[src/design/lppd_pkg.sv]
// ----------------------------------------------------------------------------
// lppd_pkg
// Shared types and constants for the length-prefixed packet deframer.
// ----------------------------------------------------------------------------
package lppd_pkg;

	// Header layout: 16-bit type then 32-bit length, little endian
	localparam int unsigned HDR_BYTES = 6;
	localparam logic [2:0] HPOS_LAST = 3'(HDR_BYTES - 1);

	// Reset value of the payload limit register
	localparam logic [31:0] MAX_PAYLOAD_RESET = 32'd1048576;

	// Parser phase
	typedef enum logic [1:0] {
		PH_HEADER = 2'd0,
		PH_DATA   = 2'd1,
		PH_ERROR  = 2'd2
	} phase_t;

	// Event codes on the result channel
	typedef enum logic [1:0] {
		KIND_DATA  = 2'd0,
		KIND_EMPTY = 2'd1,
		KIND_ERROR = 2'd2
	} kind_t;

	// One result word from parser to output register
	typedef struct packed {
		kind_t       kind;
		logic [15:0] ftype;
		logic [7:0]  pbyte;
		logic [31:0] flen;
		logic        last;
	} res_t;

endpackage

[src/design/lppd_if.sv]
// ----------------------------------------------------------------------------
// lppd_if
// Valid/ready channels of the deframer: received bytes in, events out.
// ----------------------------------------------------------------------------
interface lppd_rx_if;
	logic       valid;
	logic       ready;
	logic [7:0] rx_byte;

	modport source (output valid, output rx_byte, input ready);
	modport sink (input valid, input rx_byte, output ready);
endinterface

interface lppd_ev_if;
	logic        valid;
	logic        ready;
	logic [1:0]  event_kind;
	logic [15:0] frame_type;
	logic [7:0]  payload_byte;
	logic [31:0] frame_length;
	logic        last_of_frame;

	modport source (output valid, output event_kind, output frame_type,
		output payload_byte, output frame_length, output last_of_frame, input ready);
	modport sink (input valid, input event_kind, input frame_type,
		input payload_byte, input frame_length, input last_of_frame, output ready);
endinterface

[src/design/lppd_in_reg.sv]
// ----------------------------------------------------------------------------
// lppd_in_reg
// Input register: holds one received byte until the parser takes it.
// ----------------------------------------------------------------------------
module lppd_in_reg (
	input  logic       clk,
	input  logic       arst_n,
	lppd_rx_if.sink    rx,
	input  logic       adv,
	output logic       valid_s1,
	output logic [7:0] byte_s1
);

	// Take a word whenever the stage is empty or being drained
	assign rx.ready = !valid_s1 || adv;

	always_ff @(posedge clk or negedge arst_n) begin
		if (!arst_n) begin
			valid_s1 <= 1'b0;
		end else if (rx.ready) begin
			valid_s1 <= rx.valid;
		end
	end

	always_ff @(posedge clk) begin
		if (rx.ready && rx.valid) begin
			byte_s1 <= rx.rx_byte;
		end
	end

endmodule

[src/design/lppd_parse.sv]
// ----------------------------------------------------------------------------
// lppd_parse
// Frame parser: header assembly, size check, payload countdown and limit
// register. Produces at most one result per byte taken.
// ----------------------------------------------------------------------------
module lppd_parse (
	input  logic               clk,
	input  logic               arst_n,
	input  logic               cfg_we,
	input  logic [31:0]        cfg_wdata,
	input  logic               take,
	input  logic [7:0]         byte_s1,
	output logic               res_vld,
	output lppd_pkg::res_t     res
);

	lppd_pkg::phase_t phase_q, phase_d;
	logic [2:0]  hpos_q, hpos_d;
	logic [15:0] type_q, type_d;
	logic [31:0] len_q, len_d;
	logic [31:0] rem_q, rem_d;
	logic [31:0] max_q;

	// Payload limit register
	always_ff @(posedge clk or negedge arst_n) begin
		if (!arst_n) begin
			max_q <= lppd_pkg::MAX_PAYLOAD_RESET;
		end else if (cfg_we) begin
			max_q <= cfg_wdata;
		end
	end

	// Parser state
	always_ff @(posedge clk or negedge arst_n) begin
		if (!arst_n) begin
			phase_q <= lppd_pkg::PH_HEADER;
			hpos_q  <= '0;
			type_q  <= '0;
			len_q   <= '0;
			rem_q   <= '0;
		end else if (take) begin
			phase_q <= phase_d;
			hpos_q  <= hpos_d;
			type_q  <= type_d;
			len_q   <= len_d;
			rem_q   <= rem_d;
		end
	end

	// Next state and result
	always_comb begin
		phase_d   = phase_q;
		hpos_d    = hpos_q;
		type_d    = type_q;
		len_d     = len_q;
		rem_d     = rem_q;
		res_vld   = 1'b0;
		res.kind  = lppd_pkg::KIND_DATA;
		res.pbyte = '0;
		res.last  = 1'b0;

		unique case (phase_q)
			lppd_pkg::PH_HEADER: begin
				// gather header bytes, low byte first
				unique case (hpos_q)
					3'd0: begin
						type_d = {8'd0, byte_s1};
						len_d  = '0;
					end
					3'd1: type_d = type_q | {byte_s1, 8'd0};
					3'd2: len_d  = {24'd0, byte_s1};
					3'd3: len_d  = len_q | {16'd0, byte_s1, 8'd0};
					3'd4: len_d  = len_q | {8'd0, byte_s1, 16'd0};
					default: len_d = len_q | {byte_s1, 24'd0};
				endcase
				hpos_d = hpos_q + 3'd1;
				if (hpos_q >= lppd_pkg::HPOS_LAST) begin
					hpos_d = '0;
					if (len_d >= max_q) begin
						phase_d  = lppd_pkg::PH_ERROR;
						res_vld  = 1'b1;
						res.kind = lppd_pkg::KIND_ERROR;
					end else if (len_d == '0) begin
						res_vld  = 1'b1;
						res.kind = lppd_pkg::KIND_EMPTY;
						res.last = 1'b1;
					end else begin
						rem_d   = len_d;
						phase_d = lppd_pkg::PH_DATA;
					end
				end
			end
			lppd_pkg::PH_DATA: begin
				// pass payload through, mark the final byte
				rem_d     = rem_q - 32'd1;
				res_vld   = 1'b1;
				res.pbyte = byte_s1;
				res.last  = (rem_d == '0);
				if (rem_d == '0) begin
					phase_d = lppd_pkg::PH_HEADER;
				end
			end
			default: begin
				// error phase: drop everything until reset
			end
		endcase

		res.ftype = type_d;
		res.flen  = len_d;
	end

endmodule

[src/design/lppd_out_reg.sv]
// ----------------------------------------------------------------------------
// lppd_out_reg
// Result register: holds one event word until the sink takes it.
// ----------------------------------------------------------------------------
module lppd_out_reg (
	input  logic           clk,
	input  logic           arst_n,
	input  logic           load,
	input  lppd_pkg::res_t res,
	output logic           free,
	lppd_ev_if.source      ev
);

	logic           valid_q;
	lppd_pkg::res_t res_q;

	// Slot can take a new word if empty or being emptied this cycle
	assign free = !valid_q || ev.ready;

	always_ff @(posedge clk or negedge arst_n) begin
		if (!arst_n) begin
			valid_q <= 1'b0;
		end else if (free) begin
			valid_q <= load;
		end
	end

	always_ff @(posedge clk) begin
		if (free && load) begin
			res_q <= res;
		end
	end

	assign ev.valid         = valid_q;
	assign ev.event_kind    = res_q.kind;
	assign ev.frame_type    = res_q.ftype;
	assign ev.payload_byte  = res_q.pbyte;
	assign ev.frame_length  = res_q.flen;
	assign ev.last_of_frame = res_q.last;

endmodule

[src/design/length_prefixed_packet_deframer.sv]
// ----------------------------------------------------------------------------
// length_prefixed_packet_deframer
// Splits a byte stream into type/length/value frames and emits one event
// per payload byte, per empty frame, or once on an oversize header.
// ----------------------------------------------------------------------------
// Channel   Dir   Handshake      Word
// rx        in    valid/ready    rx_byte[7:0]
// ev        out   valid/ready    event_kind, frame_type, payload_byte,
//                                frame_length, last_of_frame
// cfg       in    cfg_we         cfg_wdata[31:0] (payload limit; lengths >= it are errors)
//
// One byte per clock sustained while ev is ready; an accepted byte passes the
// input register, then the parser into the result register.
// Header bytes give no event; the sixth header byte and each payload byte
// give at most one. After an oversize header all bytes are dropped.
// A stalled event register holds the input register, which then holds rx.
// Reset clears the parser to header phase and the limit to 1048576.
// ----------------------------------------------------------------------------
module length_prefixed_packet_deframer (
	input  logic        clk,
	input  logic        arst_n,
	lppd_rx_if.sink     rx,
	lppd_ev_if.source   ev,
	input  logic        cfg_we,
	input  logic [31:0] cfg_wdata
);

	logic           valid_s1;
	logic [7:0]     byte_s1;
	logic           free;
	logic           take;
	logic           res_vld;
	lppd_pkg::res_t res;

	// Parser consumes a byte only when the result slot can accept
	assign take = valid_s1 && free;

	lppd_in_reg u_in (
		.clk      (clk),
		.arst_n   (arst_n),
		.rx       (rx),
		.adv      (take),
		.valid_s1 (valid_s1),
		.byte_s1  (byte_s1)
	);

	lppd_parse u_parse (
		.clk       (clk),
		.arst_n    (arst_n),
		.cfg_we    (cfg_we),
		.cfg_wdata (cfg_wdata),
		.take      (take),
		.byte_s1   (byte_s1),
		.res_vld   (res_vld),
		.res       (res)
	);

	lppd_out_reg u_out (
		.clk    (clk),
		.arst_n (arst_n),
		.load   (take && res_vld),
		.res    (res),
		.free   (free),
		.ev     (ev)
	);

`ifndef NO_ASSERTIONS
	// An accepted byte always lands in the input register
	a_rx_lands: assert property (@(posedge clk) disable iff (!arst_n)
		rx.valid && rx.ready |=> valid_s1)
		else $error("accepted byte not held in input register");

	// Error events never carry a last mark
	a_err_nolast: assert property (@(posedge clk) disable iff (!arst_n)
		ev.valid && (ev.event_kind == lppd_pkg::KIND_ERROR) |-> !ev.last_of_frame)
		else $error("error event with last mark");

	// Empty-frame events report zero length and close the frame
	a_empty_zero: assert property (@(posedge clk) disable iff (!arst_n)
		ev.valid && (ev.event_kind == lppd_pkg::KIND_EMPTY)
		|-> (ev.frame_length == '0) && ev.last_of_frame)
		else $error("empty frame event with nonzero length");
`endif

endmodule
[src/flat_wrapper.sv]
// flat-port wrapper written by rule: the top's interface ports become plain ports
module length_prefixed_packet_deframer_flat 
  (clk, arst_n, cfg_we, cfg_wdata, rx_valid, rx_rx_byte, rx_ready, ev_valid, ev_event_kind, ev_frame_type, ev_payload_byte, ev_frame_length, ev_last_of_frame, ev_ready);
  lppd_rx_if rx_i ();
  lppd_ev_if ev_i ();
  input  logic clk;
  input  logic arst_n;
  input  logic cfg_we;
  input  logic [31:0] cfg_wdata;
  input wire logic [$bits(rx_i.valid)-1:0] rx_valid;
  input wire logic [$bits(rx_i.rx_byte)-1:0] rx_rx_byte;
  output wire logic [$bits(rx_i.ready)-1:0] rx_ready;
  output wire logic [$bits(ev_i.valid)-1:0] ev_valid;
  output wire logic [$bits(ev_i.event_kind)-1:0] ev_event_kind;
  output wire logic [$bits(ev_i.frame_type)-1:0] ev_frame_type;
  output wire logic [$bits(ev_i.payload_byte)-1:0] ev_payload_byte;
  output wire logic [$bits(ev_i.frame_length)-1:0] ev_frame_length;
  output wire logic [$bits(ev_i.last_of_frame)-1:0] ev_last_of_frame;
  input wire logic [$bits(ev_i.ready)-1:0] ev_ready;
  assign rx_i.valid = rx_valid;
  assign rx_i.rx_byte = rx_rx_byte;
  assign rx_ready = rx_i.ready;
  assign ev_valid = ev_i.valid;
  assign ev_event_kind = ev_i.event_kind;
  assign ev_frame_type = ev_i.frame_type;
  assign ev_payload_byte = ev_i.payload_byte;
  assign ev_frame_length = ev_i.frame_length;
  assign ev_last_of_frame = ev_i.last_of_frame;
  assign ev_i.ready = ev_ready;
  length_prefixed_packet_deframer u_core (.clk(clk), .arst_n(arst_n), .rx(rx_i), .ev(ev_i), .cfg_we(cfg_we), .cfg_wdata(cfg_wdata));
endmodule
[config.mk]
export PLATFORM = sky130hd
export DESIGN_NAME = length_prefixed_packet_deframer_flat
export DESIGN_NICKNAME = d
export VERILOG_FILES = /design/src/design/lppd_pkg.sv /design/src/design/lppd_if.sv /design/src/design/lppd_in_reg.sv /design/src/design/lppd_parse.sv /design/src/design/lppd_out_reg.sv /design/src/design/length_prefixed_packet_deframer.sv /design/src/flat_wrapper.sv
export SDC_FILE = /design/constraint.sdc
export NUM_CORES = 1
export LEC_CHECK = 0
export BUFFER_PORTS_ARGS = -buffer_cell sky130_fd_sc_hd__buf_4
export CAP_MARGIN = 20
export CORE_ASPECT_RATIO = 0.8
export CORE_UTILIZATION = 45
export CTS_BUF_LIST = sky130_fd_sc_hd__clkbuf_4
export DETAILED_ROUTE_END_ITERATION = 10
export PLACE_DENSITY = 0.71
export SLEW_MARGIN = 20
export SYNTH_ARGS = -nofsm -noshare
export SYNTH_HDL_FRONTEND = slang
export SYNTH_SLANG_ARGS = --single-unit
[constraint.sdc]
create_clock -name clk -period 9.55 [get_ports clk]
set_clock_uncertainty 0.05 [all_clocks]
set_input_delay 1.4325 -clock clk [delete_from_list [all_inputs] [get_ports clk]]
set_output_delay 1.4325 -clock clk [all_outputs]
set_load 0.02 [all_outputs]
==> flow_summary.toml, run 1 <==
[synthesis]
yosysWarnings = 0
synthArstFlopShare_pct = 64.0
synth_edf_count = 67
syn_nets = 1106
yosysSeqAreaShare_pct = 51.6
synth_cell_types = 66
mappedNetlistArea_mm2 = 0.00967
synthCells = 1021
syn_area_per_cell_um2 = 9.47
synth_flop_cell = "dfrtp_1"
ys_ff_latch = 186

[min_path]
min_path_type = "reg2reg"

[clock_tree]
insertion_delay_ns = 0.60
cts_tree = "done"
htreeDepth = 4
clockRootBuffer = "clkbuf_4"
cts.reportedPaths.clkPinSlew_ns = 0.16
clockBufferDepth = 2
cts_resized = 0
post_cts_buffers = 0
cts_made_buffers = 17
clock-sinks = 186
holdBufCountCts = 0

[flow_run]
drv_cap = 0

[routing]
wirelength_um = 26600
drc = 12
routedWlPerCell_um = 19.4
ant_nets = 0
vias = 8115
first_pass_iters = 8
drt_iter0_markers = 865
viasPerCell = 5.92

[worst_setup_path]
required_ns = 9.75
crit_arrival_ns = 6.05
cp-end-kind = "flip-flop"
path_max_fanout = 34
critPathKind = "reg2reg"
start_kind = "flip-flop"

[place]
port_buffers = 105
gp_congestion = 0.909
dp.final_hpwl_um = 18600

[floorplanning]
coreArea_mm2 = 0.0209
die_area_mm2 = 0.0221
die_w_um = 166
initial_utilization_pct = 46.3
die_h_um = 133
floorplan.rows = 47
ios = 106

[timing]
hold_viol = 0
slew_violations = 0
rsz0062_at_grt = "false"
period_share_pct = 61.2
setup_viol = 0
slew_headroom_pct = 30.2
period_minus_slack_ns = 5.85
hold_ws_ns = 0.449
fin_tns_setup_ns = 0
fmaxAchievable_mhz = 171
tightestPinTransition_ns = 1.04

[finish]
drive_gt1_share_pct = 16.4
multi_input_area_mm2 = 0.00420
layout.area.seq_mm2 = 0.00499
fillers = 1836
fin_util_pct = 52.7
area_delta_synth_final_pct = 13.7
final_nets = 1173

[pwr]
power_frac_clock_pct = 33.7
swShare_pct = 26.1
combPwrFrac_pct = 5.0
p_leak_uw = 0.00497
p_seq_share_pct = 61.3
ir_drop_uv = 77.9
p_switching_uw = 364
p_per_area_mw_per_mm2 = 127
p_int_uw = 1030

[global_route]
antenna_found_initial = 1
grt_pass1_wl_um = 41800
track_usage_pct = 24.6
grt_overflow_total = 0
grt_max_degree = 83
first_global_vias = 7495

[status]
status = "complete, but fails checks"
violations = "DRC"
[worst max-delay path, cell delays in order (launching register included)]
cell      delay (ns)
dfrtp_1         0.47
inv_1           0.12
ha_1            0.37
nor3_1          0.13
or4_1           0.86
a22oi_1         0.42
inv_1           0.10
ha_1            0.30
nand2_1         0.07
nor4_1          0.27
a221oi_1        0.12
a311oi_1        0.54
nor2_1          0.25
a31oi_4         0.87
buf_4           0.53
[flip-flops by register name, indices dropped and copies added (netlist names), 2 cells and up]
signal,cells
u_core.u_out.ev.frame_type,16
u_core.u_parse.hpos_q,3
u_core.u_parse.phase_q,2
u_core.u_parse.rem_q,32
u_core.u_parse.max_q,32
u_core.u_parse.len_q,32
u_core.u_in.byte_s1,8
u_core.u_out.ev.frame_length,32
u_core.u_parse.type_q,16
u_core.u_out.ev.payload_byte,8
u_core.u_out.ev.event_kind,2
[synthesized netlist by cell type, types with 3 or more instances]
cell / n / share of area (%)
buf_1: 4 / 0.16
a21oi_1: 59 / 3.1
nor2_1: 44 / 1.7
nor2b_1: 4 / 0.26
nor4_1: 14 / 0.91
o31ai_1: 17 / 1.3
o211ai_1: 4 / 0.31
ha_1: 40 / 5.2
and3_1: 9 / 0.58
and2_1: 9 / 0.58
nor3_1: 14 / 0.72
dfrtp_1: 118 / 31
a22oi_1: 15 / 1.2
a21o_1: 5 / 0.39
clkbuf_1: 58 / 2.3
o32ai_1: 8 / 0.72
nand4_1: 14 / 0.91
nand3_1: 18 / 0.93
or4_1: 9 / 0.70
buf_2: 5 / 0.26
xnor2_1: 7 / 0.63
inv_1: 68 / 2.6
or2_2: 7 / 0.45
nand2_1: 165 / 6.4
nand2b_1: 12 / 0.78
o22ai_1: 7 / 0.45
mux2_2: 10 / 1.2
edfxtp_1: 67 / 21
o21ai_0: 120 / 6.2
a22o_1: 9 / 0.82
nor3b_1: 3 / 0.23
or3_1: 5 / 0.32
a31oi_1: 32 / 2.1
[metal layers]
metal  vias up  wire (um)  track usage [%]
met4         0        627             8.41
met5         -          0                0
met2       335      11600             36.4
met3        32       2010             4.90
met1      3945      12300             36.0
li1       3803          -                -
[cell usage in the layout, fill, tap and decap left out, types with 10 or more instances in the layout]
cell and count:
nor4_1 13, o31ai_1 16, nor3_1 14, buf_4 114, a21oi_1 59, edfxtp_1 67, nand2_1 165, ha_1 40
a22oi_1 15, mux2_2 10, nand2b_1 12, nand4_1 14, o21ai_0 120, nand3_1 17, clkbuf_4 17, a31oi_1 31
inv_1 68, dfrtp_1 118, nor2_1 43
[cell type report]
type | instances | share of cell area [%]
Sequential cell | 186 | 45.4
Multi-Input combinational cell | 699 | 38.2
Timing Repair Buffer | 116 | 8.14
Tap cell | 269 | 3.06
Inverter | 68 | 2.32
Clock inverter | 15 | 1.70
Clock buffer | 17 | 1.16
Antenna cell | 1 | 0.0228
[path summary, 6_finish.rpt]
path	endpoint	start	slack [ns]	cells after the start
worst max-delay path	u_core.u_out.ev.frame_length[1]	u_core.u_parse.hpos_q[0]	3.70	14
worst min-delay path	u_core.u_parse.type_q[9]	u_core.u_parse.type_q[9]	0.45	2
worst max register to register	u_core.u_out.ev.frame_length[1]	u_core.u_parse.hpos_q[0]	3.70	14
worst min register to register	u_core.u_parse.type_q[9]	u_core.u_parse.type_q[9]	0.45	2
max in group asynchronous	u_core.u_parse.rem_q[3]	arst_n	7.56	2
min in group asynchronous	u_core.u_parse.max_q[31]	arst_n	0.76	1
[power groups by stage]
stage	clock network [uW]	registers [uW]	logic, uW
3_5_place_dp	0	870	70.1
5_1_grt	503	856	79.3
3_3_place_gp	0	870	69.2
6_report	470	854	69.9
2_1_floorplan	0	857	37.4
4_1_cts	478	854	70.6
[stage by stage]
| step | instances | total power [uW] | area [um^2] | setup WS, ns |
|---|---|---|---|---|
| 2_1_floorplan | 1021 | 895 | 9670 | 2.51 |
| 3_3_place_gp | 1337 | 939 | 10600 | 3.93 |
| 3_5_place_dp | 1338 | 940 | 10700 | 3.79 |
| 4_1_cts | 1370 | 1400 | 11000 | 3.73 |
| 5_1_grt | 1371 | 1440 | 11000 | 3.22 |
| 6_report | 1371 | 1390 | 11000 | 3.70 |
[logic make-up after synthesis]
kind of cell,synth area share [%]
simple gates,17.0
compound gates,18.7
fa+ha+maj,5.18
mux,1.27
buf+inv,5.42
xor+xnor,0.815
flops,51.6
No activity file was read; power rests on OpenSTA's default activity.
==> run 2: changes to the inputs <==
Clock period 9.55 ns to 5.8 ns, I/O delays scaled along.
==> run 2 against run 1 <==
The run still ends with DRC left; combinational power up 62%; final area hardly changed; clock power rose by 70%; wire length rose by 1.2%; sequential power increased by 65%; utilization about the same; die area did not move; hold slack got worse by 0.10 ns; sequential share of layout area hardly changed; largest power group unchanged; highest routed layer unchanged.
==> flow_summary.toml, run 2 (same netlist as run 1, synthesis figures left out) <==
[status]
status = "complete, but fails checks"
violations = "DRC"

[clock_tree]
cts_resized = 0
htreeDepth = 4
clockBufferDepth = 2
clock-sinks = 186
cts_tree = "done"
post_cts_buffers = 0
insertion_delay_ns = 0.60
clockRootBuffer = "clkbuf_4"
cts.reportedPaths.clkPinSlew_ns = 0.16
holdBufCountCts = 0
cts_made_buffers = 17

[global_route]
grt_pass1_wl_um = 42300
grt_max_degree = 90
grt_overflow_total = 0
first_global_vias = 7516
track_usage_pct = 24.9
antenna_found_initial = 1

[routing]
first_pass_iters = 8
vias = 8005
viasPerCell = 5.83
drt_iter0_markers = 957
ant_nets = 0
wirelength_um = 26900
routedWlPerCell_um = 19.6
drc = 15

[flow_run]
drv_cap = 0

[floorplanning]
initial_utilization_pct = 46.3
coreArea_mm2 = 0.0209
die_w_um = 166
die_area_mm2 = 0.0221
floorplan.rows = 47
die_h_um = 133
ios = 106

[place]
port_buffers = 105
place_inst = 1340
dp.final_hpwl_um = 18800
gp_congestion = 0.919

[worst_setup_path]
critPathKind = "reg2reg"
path_max_fanout = 38
crit_arrival_ns = 5.39
required_ns = 5.98
start_kind = "flip-flop"
cp-end-kind = "flip-flop"

[finish]
fillers = 1912
final_common_cell = "nand2_1"
multi_input_area_mm2 = 0.00421
final_cell_mix = "nand2_1, o21ai_0, buf_4, dfrtp_1, inv_1"
layout.area.seq_mm2 = 0.00499
drive_gt1_share_pct = 16.6
fin_cells = 1373
final_nets = 1175
area_delta_synth_final_pct = 13.7

[timing]
setup_viol = 0
rsz0062_at_grt = "false"
fmaxAchievable_mhz = 192
tightestPinTransition_ns = 1.04
slew_violations = 0
hold_viol = 0
slew_headroom_pct = 30.3
period_minus_slack_ns = 5.21
fin_tns_setup_ns = 0
period_share_pct = 89.8

[pwr]
p_leak_uw = 0.00498
ir_drop_uv = 102
total_power_uw = 2320
p_per_area_mw_per_mm2 = 211

[min_path]
min_path_type = "in2async"
run 2: cell type report:
type / count / area share [%]
Antenna cell: 1 / 0.0228
Clock buffer: 18 / 1.23
Clock inverter: 14 / 1.65
Inverter: 68 / 2.32
Multi-Input combinational cell: 699 / 38.3
Sequential cell: 186 / 45.4
Tap cell: 269 / 3.06
Timing Repair Buffer: 118 / 8.06
run 2: stage by stage:
| stage | cell area (um^2) | hold slack [ns] | setup WS (ns) | utilization [%] |
|---|---|---|---|---|
| floorplan | 9680 | 0.399 | 0.753 | - |
| global placement | 10700 | 0.410 | 0.887 | 51.1 |
| detailed placement | 10700 | 0.417 | 0.716 | 51.1 |
| CTS | 11000 | 0.359 | 0.681 | 52.7 |
| global route | 11000 | 0.352 | 0.374 | 52.7 |
| finish | 11000 | 0.345 | 0.591 | 52.7 |
run 2: worst paths after layout:
check / from / end / slack (ns) / cells past startpoint
max in group asynchronous: arst_n / u_core.u_parse.len_q[8] / 4.14 / 2
setup reg to reg: u_core.u_parse.hpos_q[2] / u_core.u_out.ev.frame_length[1] / 0.59 / 13
min in group clk: rx_rx_byte[0] / u_core.u_in.byte_s1[0] / 0.39 / 1
hold reg to reg: u_core.u_parse.type_q[9] / u_core.u_parse.type_q[9] / 0.45 / 2
setup / recovery: u_core.u_parse.hpos_q[2] / u_core.u_out.ev.frame_length[1] / 0.59 / 13
hold / removal: arst_n / u_core.u_parse.max_q[22] / 0.34 / 1
run 2: power by group:
part | switching [uW] | internal [uW]
Clock | 482 | 316
Combinational | 69.7 | 42.9
Sequential | 26.6 | 1380
run 2: layer usage:
| layer | up-vias | global-route usage [%] | wire length (um) |
|---|---|---|---|
| li1 | 3803 | - | - |
| met1 | 3834 | 36.6 | 12700 |
| met2 | 332 | 37.8 | 11800 |
| met3 | 36 | 4.31 | 1830 |
| met4 | 0 | 7.48 | 529 |
| met5 | - | 0 | 0 |
run 2: critical path, cell delays in order (launching register included):
cell	delay, ns
dfrtp_1	0.65
inv_1	0.17
ha_1	0.25
or4_1	0.90
a21boi_0	0.47
inv_1	0.15
ha_1	0.32
nand4_1	0.14
nor2_1	0.17
o21ai_0	0.12
a311oi_1	0.48
nor2_1	0.26
a31oi_4	0.24
buf_4	0.45
